## src/design/qltu_pkg.sv

```systemverilog
// Shared types and constants of the Q-learning table update unit.
package qltu_pkg;

   localparam int STATE_W    = 4;
   localparam int REWARD_W   = 16;
   localparam int VALUE_W    = 32;
   localparam int FRAC_W     = 16;
   localparam int RAND_W     = 16;
   localparam int DIV_CNT_W  = 4;
   localparam int MASK_W     = 16;
   localparam int CSR_IDX_W  = 2;
   localparam int CSR_DATA_W = 16;

   localparam logic [FRAC_W-1:0]  LEARN_RATE_RST = 16'd32768;
   localparam logic [FRAC_W-1:0]  DISCOUNT_RST   = 16'd52429;
   localparam logic [STATE_W-1:0] GOAL_RST       = 4'd15;
   localparam logic [MASK_W-1:0]  OBSTACLE_RST   = 16'd0;

   localparam logic signed [REWARD_W-1:0] NO_MOVE_REWARD = -16'sd1;
   localparam logic signed [VALUE_W-1:0]  Q_FLOOR        = 32'sd1;
   localparam logic [DIV_CNT_W-1:0]       DIV_LAST       = 4'd15;

   typedef enum logic [2:0] {
      FN_WR_REWARD = 3'd0,
      FN_WR_Q      = 3'd1,
      FN_LEARN     = 3'd2,
      FN_GREEDY    = 3'd3,
      FN_RD_Q      = 3'd4
   } func_type;

   typedef enum logic [1:0] {
      ST_OK       = 2'd0,
      ST_OBSTACLE = 2'd1,
      ST_NO_MOVE  = 2'd2
   } status_type;

   typedef enum logic [CSR_IDX_W-1:0] {
      CSR_LEARN_RATE = 2'd0,
      CSR_DISCOUNT   = 2'd1,
      CSR_GOAL       = 2'd2,
      CSR_OBSTACLE   = 2'd3
   } csr_idx_type;

   typedef enum logic [1:0] {
      RA_CELL,
      RA_SCAN,
      RA_NEXT
   } rd_sel_type;

   typedef enum logic [1:0] {
      SM_COUNT,
      SM_NTH,
      SM_MAX
   } scan_mode_type;

   typedef enum logic [2:0] {
      RS_ZERO,
      RS_ECHO,
      RS_READ,
      RS_GOAL,
      RS_OBST,
      RS_NOMOVE,
      RS_GREEDY,
      RS_LEARN
   } res_sel_type;

   typedef enum logic [4:0] {
      CS_CLEAR,
      CS_IDLE,
      CS_DECODE,
      CS_RDQ,
      CS_SCAN1,
      CS_DRAIN1,
      CS_CHECK,
      CS_DIV,
      CS_NINIT,
      CS_SCAN2,
      CS_DRAIN2,
      CS_SELN,
      CS_RDN,
      CS_CAPN,
      CS_SCAN3,
      CS_DRAIN3,
      CS_MUL1,
      CS_DIFF,
      CS_MUL2,
      CS_UPDATE
   } ctrl_state_type;

   typedef struct packed {
      logic          cap;
      logic          clr_step;
      logic          rew_we;
      logic          val_wq;
      logic          val_upd;
      rd_sel_type    rd_sel;
      logic          row_n;
      logic          scan_init;
      logic          scan;
      scan_mode_type mode;
      logic          div_init;
      logic          div_step;
      logic          sel_n;
      logic          cap_n;
      logic          res_load;
      res_sel_type   res_sel;
   } cmd_type;

   typedef struct packed {
      func_type func;
      logic     from_ok;
      logic     is_goal;
      logic     is_obst;
      logic     cnt_zero;
      logic     scan_last;
      logic     div_last;
      logic     clr_last;
   } stat_type;

endpackage

```

## src/design/qltu_ctrl.sv

```systemverilog
// Sequencing state machine of the Q-learning table update unit.
module qltu_ctrl import qltu_pkg::*; (
   input  logic     clock,
   input  logic     reset,
   input  logic     start,
   output logic     busy,
   input  stat_type stat,
   output cmd_type  cmd
);

   ctrl_state_type state_ff, state_in;

   always_ff @(posedge clock) begin
      if (reset) begin
         state_ff <= CS_CLEAR;
      end else begin
         state_ff <= state_in;
      end
   end

   // next state
   always_comb begin
      state_in = state_ff;
      case (state_ff)
         CS_CLEAR: begin
            if (stat.clr_last) state_in = CS_IDLE;
         end
         CS_IDLE: begin
            if (start) state_in = CS_DECODE;
         end
         CS_DECODE: begin
            case (stat.func)
               FN_RD_Q: state_in = CS_RDQ;
               FN_LEARN, FN_GREEDY: begin
                  if (stat.is_goal || stat.is_obst || !stat.from_ok) state_in = CS_IDLE;
                  else state_in = CS_SCAN1;
               end
               default: state_in = CS_IDLE;
            endcase
         end
         CS_RDQ:    state_in = CS_IDLE;
         CS_SCAN1: begin
            if (stat.scan_last) state_in = CS_DRAIN1;
         end
         CS_DRAIN1: state_in = CS_CHECK;
         CS_CHECK: begin
            if (stat.cnt_zero) state_in = CS_IDLE;
            else state_in = CS_DIV;
         end
         CS_DIV: begin
            if (stat.div_last) state_in = CS_NINIT;
         end
         CS_NINIT:  state_in = CS_SCAN2;
         CS_SCAN2: begin
            if (stat.scan_last) state_in = CS_DRAIN2;
         end
         CS_DRAIN2: state_in = CS_SELN;
         CS_SELN:   state_in = CS_RDN;
         CS_RDN:    state_in = CS_CAPN;
         CS_CAPN: begin
            if (stat.func == FN_GREEDY) state_in = CS_IDLE;
            else state_in = CS_SCAN3;
         end
         CS_SCAN3: begin
            if (stat.scan_last) state_in = CS_DRAIN3;
         end
         CS_DRAIN3: state_in = CS_MUL1;
         CS_MUL1:   state_in = CS_DIFF;
         CS_DIFF:   state_in = CS_MUL2;
         CS_MUL2:   state_in = CS_UPDATE;
         CS_UPDATE: state_in = CS_IDLE;
         default:   state_in = CS_IDLE;
      endcase
   end

   // outputs
   always_comb begin
      cmd  = '0;
      busy = (state_ff != CS_IDLE);
      case (state_ff)
         CS_CLEAR: cmd.clr_step = 1'b1;
         CS_IDLE:  cmd.cap = start;
         CS_DECODE: begin
            case (stat.func)
               FN_WR_REWARD: begin
                  cmd.rew_we   = 1'b1;
                  cmd.res_load = 1'b1;
                  cmd.res_sel  = RS_ZERO;
               end
               FN_WR_Q: begin
                  cmd.val_wq   = 1'b1;
                  cmd.res_load = 1'b1;
                  cmd.res_sel  = RS_ECHO;
               end
               FN_RD_Q: cmd.rd_sel = RA_CELL;
               FN_LEARN, FN_GREEDY: begin
                  if (stat.is_goal) begin
                     cmd.res_load = 1'b1;
                     cmd.res_sel  = RS_GOAL;
                  end else if (stat.is_obst) begin
                     cmd.res_load = 1'b1;
                     cmd.res_sel  = RS_OBST;
                  end else if (!stat.from_ok) begin
                     cmd.res_load = 1'b1;
                     cmd.res_sel  = RS_NOMOVE;
                  end else begin
                     cmd.scan_init = 1'b1;
                     cmd.mode      = SM_COUNT;
                  end
               end
               default: begin
                  cmd.res_load = 1'b1;
                  cmd.res_sel  = RS_ZERO;
               end
            endcase
         end
         CS_RDQ: begin
            cmd.res_load = 1'b1;
            cmd.res_sel  = RS_READ;
         end
         CS_SCAN1: begin
            cmd.scan   = 1'b1;
            cmd.mode   = SM_COUNT;
            cmd.rd_sel = RA_SCAN;
         end
         CS_CHECK: begin
            if (stat.cnt_zero) begin
               cmd.res_load = 1'b1;
               cmd.res_sel  = RS_NOMOVE;
            end else begin
               cmd.div_init = 1'b1;
            end
         end
         CS_DIV: cmd.div_step = 1'b1;
         CS_NINIT: begin
            cmd.scan_init = 1'b1;
            cmd.mode      = SM_NTH;
         end
         CS_SCAN2: begin
            cmd.scan   = 1'b1;
            cmd.mode   = SM_NTH;
            cmd.rd_sel = RA_SCAN;
         end
         CS_SELN: cmd.sel_n = 1'b1;
         CS_RDN:  cmd.rd_sel = RA_NEXT;
         CS_CAPN: begin
            cmd.cap_n = 1'b1;
            if (stat.func == FN_GREEDY) begin
               cmd.res_load = 1'b1;
               cmd.res_sel  = RS_GREEDY;
            end else begin
               cmd.scan_init = 1'b1;
               cmd.mode      = SM_MAX;
               cmd.row_n     = 1'b1;
            end
         end
         CS_SCAN3: begin
            cmd.scan   = 1'b1;
            cmd.mode   = SM_MAX;
            cmd.row_n  = 1'b1;
            cmd.rd_sel = RA_SCAN;
         end
         CS_UPDATE: begin
            cmd.val_upd  = 1'b1;
            cmd.res_load = 1'b1;
            cmd.res_sel  = RS_LEARN;
         end
         default: cmd = '0;
      endcase
   end

endmodule

```

## config.mk

```make
export PLATFORM = sky130hd
export DESIGN_NAME = qltu_ctrl
export DESIGN_NICKNAME = d
export VERILOG_FILES = /design/src/design/qltu_pkg.sv /design/src/design/qltu_ctrl.sv
export SDC_FILE = /design/constraint.sdc
export NUM_CORES = 1
export LEC_CHECK = 0
export ABC_AREA = 0
export ABC_CLOCK_PERIOD_IN_PS = 1900
export BUFFER_PORTS_ARGS = -buffer_cell sky130_fd_sc_hd__clkbuf_2
export CAP_MARGIN = 0
export CORE_UTILIZATION = 45
export CTS_CLUSTER_DIAMETER = 150
export CTS_CLUSTER_SIZE = 8
export DETAILED_ROUTE_END_ITERATION = 10
export PLACE_DENSITY = 0.77
export SKIP_LAST_GASP = 1
export SLEW_MARGIN = 20
export SYNTH_ARGS = -nofsm -noshare
export SYNTH_HDL_FRONTEND = slang
export SYNTH_SLANG_ARGS = --single-unit
```

## constraint.sdc

```tcl
create_clock -name clock -period 1.9 [get_ports clock]
set_clock_uncertainty 0.1 [all_clocks]
set_input_delay 0.19 -clock clock [delete_from_list [all_inputs] [get_ports clock]]
set_output_delay 0.19 -clock clock [all_outputs]
set_load 0.01 [all_outputs]
```

# --- Yosys cells after proc, flatten, opt, wreduce, memory -nomap -nowiden ---
# Cells that the tools add are included.
# Widths: inputs -> output; s select.
classes:
  n_reduce_logical: 9
  n_mux: 40
  eq_ne: 30
ops:
  columns: ["op", "n"]
  rows:
  - ["$pmux 5 s18", 1]
  - ["$eq 5x4->1 const B", 8]
  - ["$mux 5", 6]
  - ["$mux 4", 6]
  - ["$eq 5x3->1 const B", 4]
  - ["$eq 5x5->1 const B", 4]
  - ["$pmux 4 s5", 1]
  - ["$mux 1", 15]
  - ["$ne 2x2->1 const B", 6]
  - ["$pmux 4 s3", 1]
  - ["$eq 5x2->1 const B", 2]
  - ["$eq 3x2->1 const B", 2]
  - ["$mux 2", 3]
  - ["$mux 3", 2]
  - ["$pmux 2 s3", 1]
  - ["$pmux 3 s2", 1]
  - ["$reduce_and 6->1", 1]
  - ["$eq 5x1->1 const B", 1]
  - ["$logic_not 5->1", 1]
  - ["$ne 5x1->1 const B", 1]
  - ["$pmux 2 s2", 1]
  - ["$reduce_or 2->1", 2]
  - ["$eq 3x1->1 const B", 1]
  - ["$eq 3x3->1 const B", 1]
  - ["6 further kinds", 7]
word_totals:
  out_inout_bits: 21
  elab_cells: 80
  input_bits: 13
  reg_bits: 5

# --- Depth between registers and ports, before layout ---
logic_depth:
  word_depth: 5
  mapped_depth: 7
  mapped_depth_nobuf: 5

# --- Worst setup path before layout ---
# OpenSTA, ideal clock, no wires.
synth_path:
  kind: "reg2out"
  from: "register state_ff[2]"
  to: "output port cmd[1] in the netlist's numbering"
  slack_ns: 0.094
  path_stages_with_launch: 6
  t_arrival_ns: 1.516
  cell_sequence: "dfxtp_1 -> or2_1 -> buf_6 -> or3_4 -> or2_1 -> o21ai_1"
synth_rtl:
  columns: ["element", "line_no", "rtl"]
  rows:
  - ["start, declared", "qltu_ctrl.sv:11", "ctrl_state_type state_ff, state_in;"]
  - ["start signal, assigned", "qltu_ctrl.sv:17", "state_ff <= state_in;"]
  - ["end, declared", "qltu_ctrl.sv:8", "output cmd_type cmd"]

==> results_tabular.tex <==
\begin{tabular}{lr}
\hline
Metric & Value \\
\hline
\multicolumn{2}{l}{\textbf{Detailed routing}} \\
\quad Detailed-route via count & 1064 \\
\quad Iter 0 DRT Violations & 37 \\
\quad Detailed-route vias per instance & 5.85 \\
\quad WL final & 2450 µm \\
\quad Detailed-route DRC error count & 6 \\
\quad First-pass iteration count of the detailed router & 8 \\
\quad Average wire per standard cell & 13.5 µm \\
\quad Count of antenna-violating nets left after detailed routing & 0 \\
\multicolumn{2}{l}{\textbf{STA}} \\
\quad Maximum clock frequency & 510 MHz \\
\quad Final setup vio count & 3 \\
\quad Post-route minimum period & 1960 ps \\
\quad Final critical-path share of the clock period & 103\% \\
\quad Pins over their slew limit & 0 \\
\quad Final count of hold timing violations & 0 \\
\quad Max-slew headroom at the worst pin & 75.1\% \\
\quad Setup slack after layout & -59.6 ps \\
\quad Worst-margin pin slew & 370 ps \\
\quad Unrepaired setup endpoints after global routing & yes \\
\multicolumn{2}{l}{\textbf{Place}} \\
\quad Final weighted congestion in routability-driven placement & 0.901 \\
\quad Number of port buffers & 33 \\
\quad Post-detail-place hpwl & 1900 µm \\
\quad Area post-placement & 1040 µm² \\
\quad Number of instances in the placed design & 176 \\
\multicolumn{2}{l}{\textbf{Outcome}} \\
\quad Violations in the final reports & design-rule violations, negative setup slack \\
\quad Outcome & complete, but fails checks \\
\multicolumn{2}{l}{\textbf{GRT}} \\
\quad Global route total overflow & 0 \\
\quad Number of global-route vias before repair & 896 \\
\quad Wire length of the first global-routing pass & 3880 µm \\
\quad Tot GR Track Use & 27.5\% \\
\quad Pin count of the biggest net entering global routing & 21 \\
\quad Initial antenna violation count & 0 \\
\multicolumn{2}{l}{\textbf{Finish}} \\
\quad Register bank with the most flops & state\_ff \\
\quad Number of standard cells in the layout, taps in and fillers out & 182 \\
\quad Proportion of layout cells with a drive suffix above 1 & 44.6\% \\
\quad Area added between synthesis and finish & 46.4\% \\
\quad Final Instance Area & 1140 µm² \\
\quad Number of fillers in the final layout & 136 \\
\quad Multi-input gate area in the final layout & 666 µm² \\
\quad Ant. Diodes & 0 \\
\quad Final Net Count & 180 \\
\quad Sequential cell area & 105 µm² \\
\quad Flip-flop count of the largest register, all copies and words added & 5 \\
\quad Largest registers & state\_ff: 5 flops \\
\multicolumn{2}{l}{\textbf{Clock network}} \\
\quad Bufs on Longest Clock Path & 2 \\
\quad Number of H-tree levels & 1 \\
\quad Clock sink count & 5 \\
\quad Number of buffers inserted by hold repair at cts & 0 \\
\quad Clk slew on worst S/H paths & 40 ps \\
\quad TritonCTS clock tree & built \\
\quad Clock latency of the later-clocked register in the worst-skew pair & 240 ps \\
\quad Number of clock buffers inserted by TritonCTS & 3 \\
\quad Clock root buffer master & clkbuf\_4 \\
\multicolumn{2}{l}{\textbf{Synthesis}} \\
\quad Post-synthesis cell type with the largest combined area & dfxtp\_1 \\
\quad Cell Area, Synth & 777 µm² \\
\quad Share of synthesized flip-flops with an asynchronous set or reset & 0\% \\
\quad Most used standard cell by instance count after synthesis & nor2\_1 \\
\quad Number of distinct library cells after synthesis & 44 \\
\quad Syn Area/Cell & 6.42 µm² \\
\quad Share of Yosys cell area claimed by the top area cell type & 12.9\% \\
\quad Synth area leaders & dfxtp\_1 (13\%), nor2\_1 (8.7\%), a21oi\_1 (5.8\%), nand2b\_1 (5.6\%), nand2\_1 (5.3\%) \\
\quad Instance count of the mapped netlist & 121 \\
\quad Post-synth top flop & dfxtp\_1 \\
\quad Post-synthesis sequential element count & 5 \\
\quad List of most frequent post-synthesis cells & nor2\_1 (18), nand2\_1 (11), a21oi\_1 (9) \\
\quad Synth warnings & 0 \\
\quad Number of enable flip-flop cells after synthesis & 0 \\
\quad Fraction of the yosys area taken by sequential cells & 12.9\% \\
\quad Total nets after synthesis & 134 \\
\multicolumn{2}{l}{\textbf{Setup path}} \\
\quad Library cell contributing the largest single delay on the critical path & or3\_4 \\
\quad Worst stage delay on the critical path & 360 ps \\
\quad CP Capture Type & primary output \\
\quad Length in cells of the worst reg-to-reg path & 7 \\
\quad Required @ worst endpoint & 1610 ps \\
\quad CP Class & flip-flop to primary output \\
\quad Arr. time, crit path & 1670 ps \\
\quad Ordered list of cells on the worst path & or2\_1 -> or3\_4 -> or2\_4 -> o211ai\_2 -> buf\_2 \\
\quad Worst setup SP type & flip-flop \\
\quad Crit-path max FO & 5 \\
\multicolumn{2}{l}{\textbf{Power and ir drop}} \\
\quad Post-route total power & 394 µW \\
\quad Worst-case vdd ir drop & 0.304 mV \\
\quad Static leakage & 0.000521 µW \\
\quad Pwr per Cell Area & 346 nW/µm² \\
\multicolumn{2}{l}{\textbf{Floorplan}} \\
\quad Vertical die dimension & 43.6 µm \\
\quad DIE WIDTH & 43.6 µm \\
\quad Starting density of the core & 49.8\% \\
\quad Row count & 14 \\
\quad I/O pin count & 34 \\
\quad Core box area & 1560 µm² \\
\quad Die area & 1900 µm² \\
\multicolumn{2}{l}{\textbf{Run}} \\
\quad Max Cap Viol & 0 \\
\multicolumn{2}{l}{\textbf{Worst hold path}} \\
\quad Class of the most critical hold timing path & primary input to flip-flop \\
\quad Cell depth of the worst hold path & 2 \\
\hline
\end{tabular}
report_power, final:
part | total [µW] | switching (µW) | internal, µW
registers | 122 | 12.0 | 110
logic | 151 | 82.4 | 68.8
clock network | 121 | 41.4 | 79.3
total | 394 | 136 | 258
placed cells by master (no fill, tap or decap), drive strengths merged, types with 2 or more instances in the layout:
cell    netlist  final
clkbuf        4     31
buf           5     23
nor2         18     18
nand2        11     11
a21oi         9      9
nor3          8      8
nand2b        7      7
o21ai         7      7
dfxtp         5      5
nand3b        4      4
nor2b         4      4
inv           3      3
nand3         3      3
nor4          3      3
o31ai         2      2
a211oi        2      2
mux2i         2      2
or2           2      2
or3           2      2
o211ai        2      2
metal layers:
layer | GRT usage, % | share of wire (%)
met1 | 34.2 | 42
met2 | 46.3 | 52
met3 | 4.58 | 5.1
met4 | 11.9 | 1.3
met5 | 0 | 0
worst max-delay path, delay by kind of cell, from the launching register on:
kind	cells	cell delay (ps)
DFF	1	320
AOI/OAI and AO/OA	1	120
and+or+nand+nor	3	840
buffers and inverters	1	140
cells by family (layout without fill, tap and decap cells):
| family | count (synthesis) | count (layout) | synth area share [%] |
|---|---|---|---|
| AO/OA/AOI/OAI | 29 | 29 | 24.2 |
| XOR/XNOR | 1 | 1 | 1.13 |
| multiplexers | 3 | 3 | 4.03 |
| AND/OR/NAND/NOR | 70 | 70 | 49.9 |
| buffers and inverters | 13 | 58 | 7.89 |
| flip-flops | 5 | 5 | 12.9 |
area by class of cell:
cell class	count	share of cell area, %
Multi-Input combinational cell	103	58.5
Inverter	4	1.32
Clock buffer	4	2.31
Tap cell	16	1.76
Sequential cell	5	9.24
Timing Repair Buffer	50	26.8
metrics by stage:
step | utilization (%) | hold slack, ps | TNS, ps | setup WS [ps]
final | 73.0 | 62.9 | -130 | -59.6
after global routing | 73.0 | 57.9 | -568 | -124
after CTS | 71.0 | 55.3 | -164 | -79.2
after detailed placement | 66.8 | 322 | 0 | 72.5
after global placement | 66.8 | 322 | 0 | 95.2
after floorplan | - | 159 | 0 | 94.1
what timing repair did:
action	CTS	global route
endpoints found under the setup margin	5	13
setup buffers	2	0
pin swaps	5	1
gates resized for setup	8	14
final timing paths:
path	from	to	slack, ps
worst max register to register	state_ff[4]	state_ff[1]	100
worst min-delay path	reset	state_ff[4]	60
worst min register to register	state_ff[3]	state_ff[4]	550
worst max-delay path	state_ff[4]	cmd[2]	-60
Note: power is estimated with default switching activity, not from simulation.
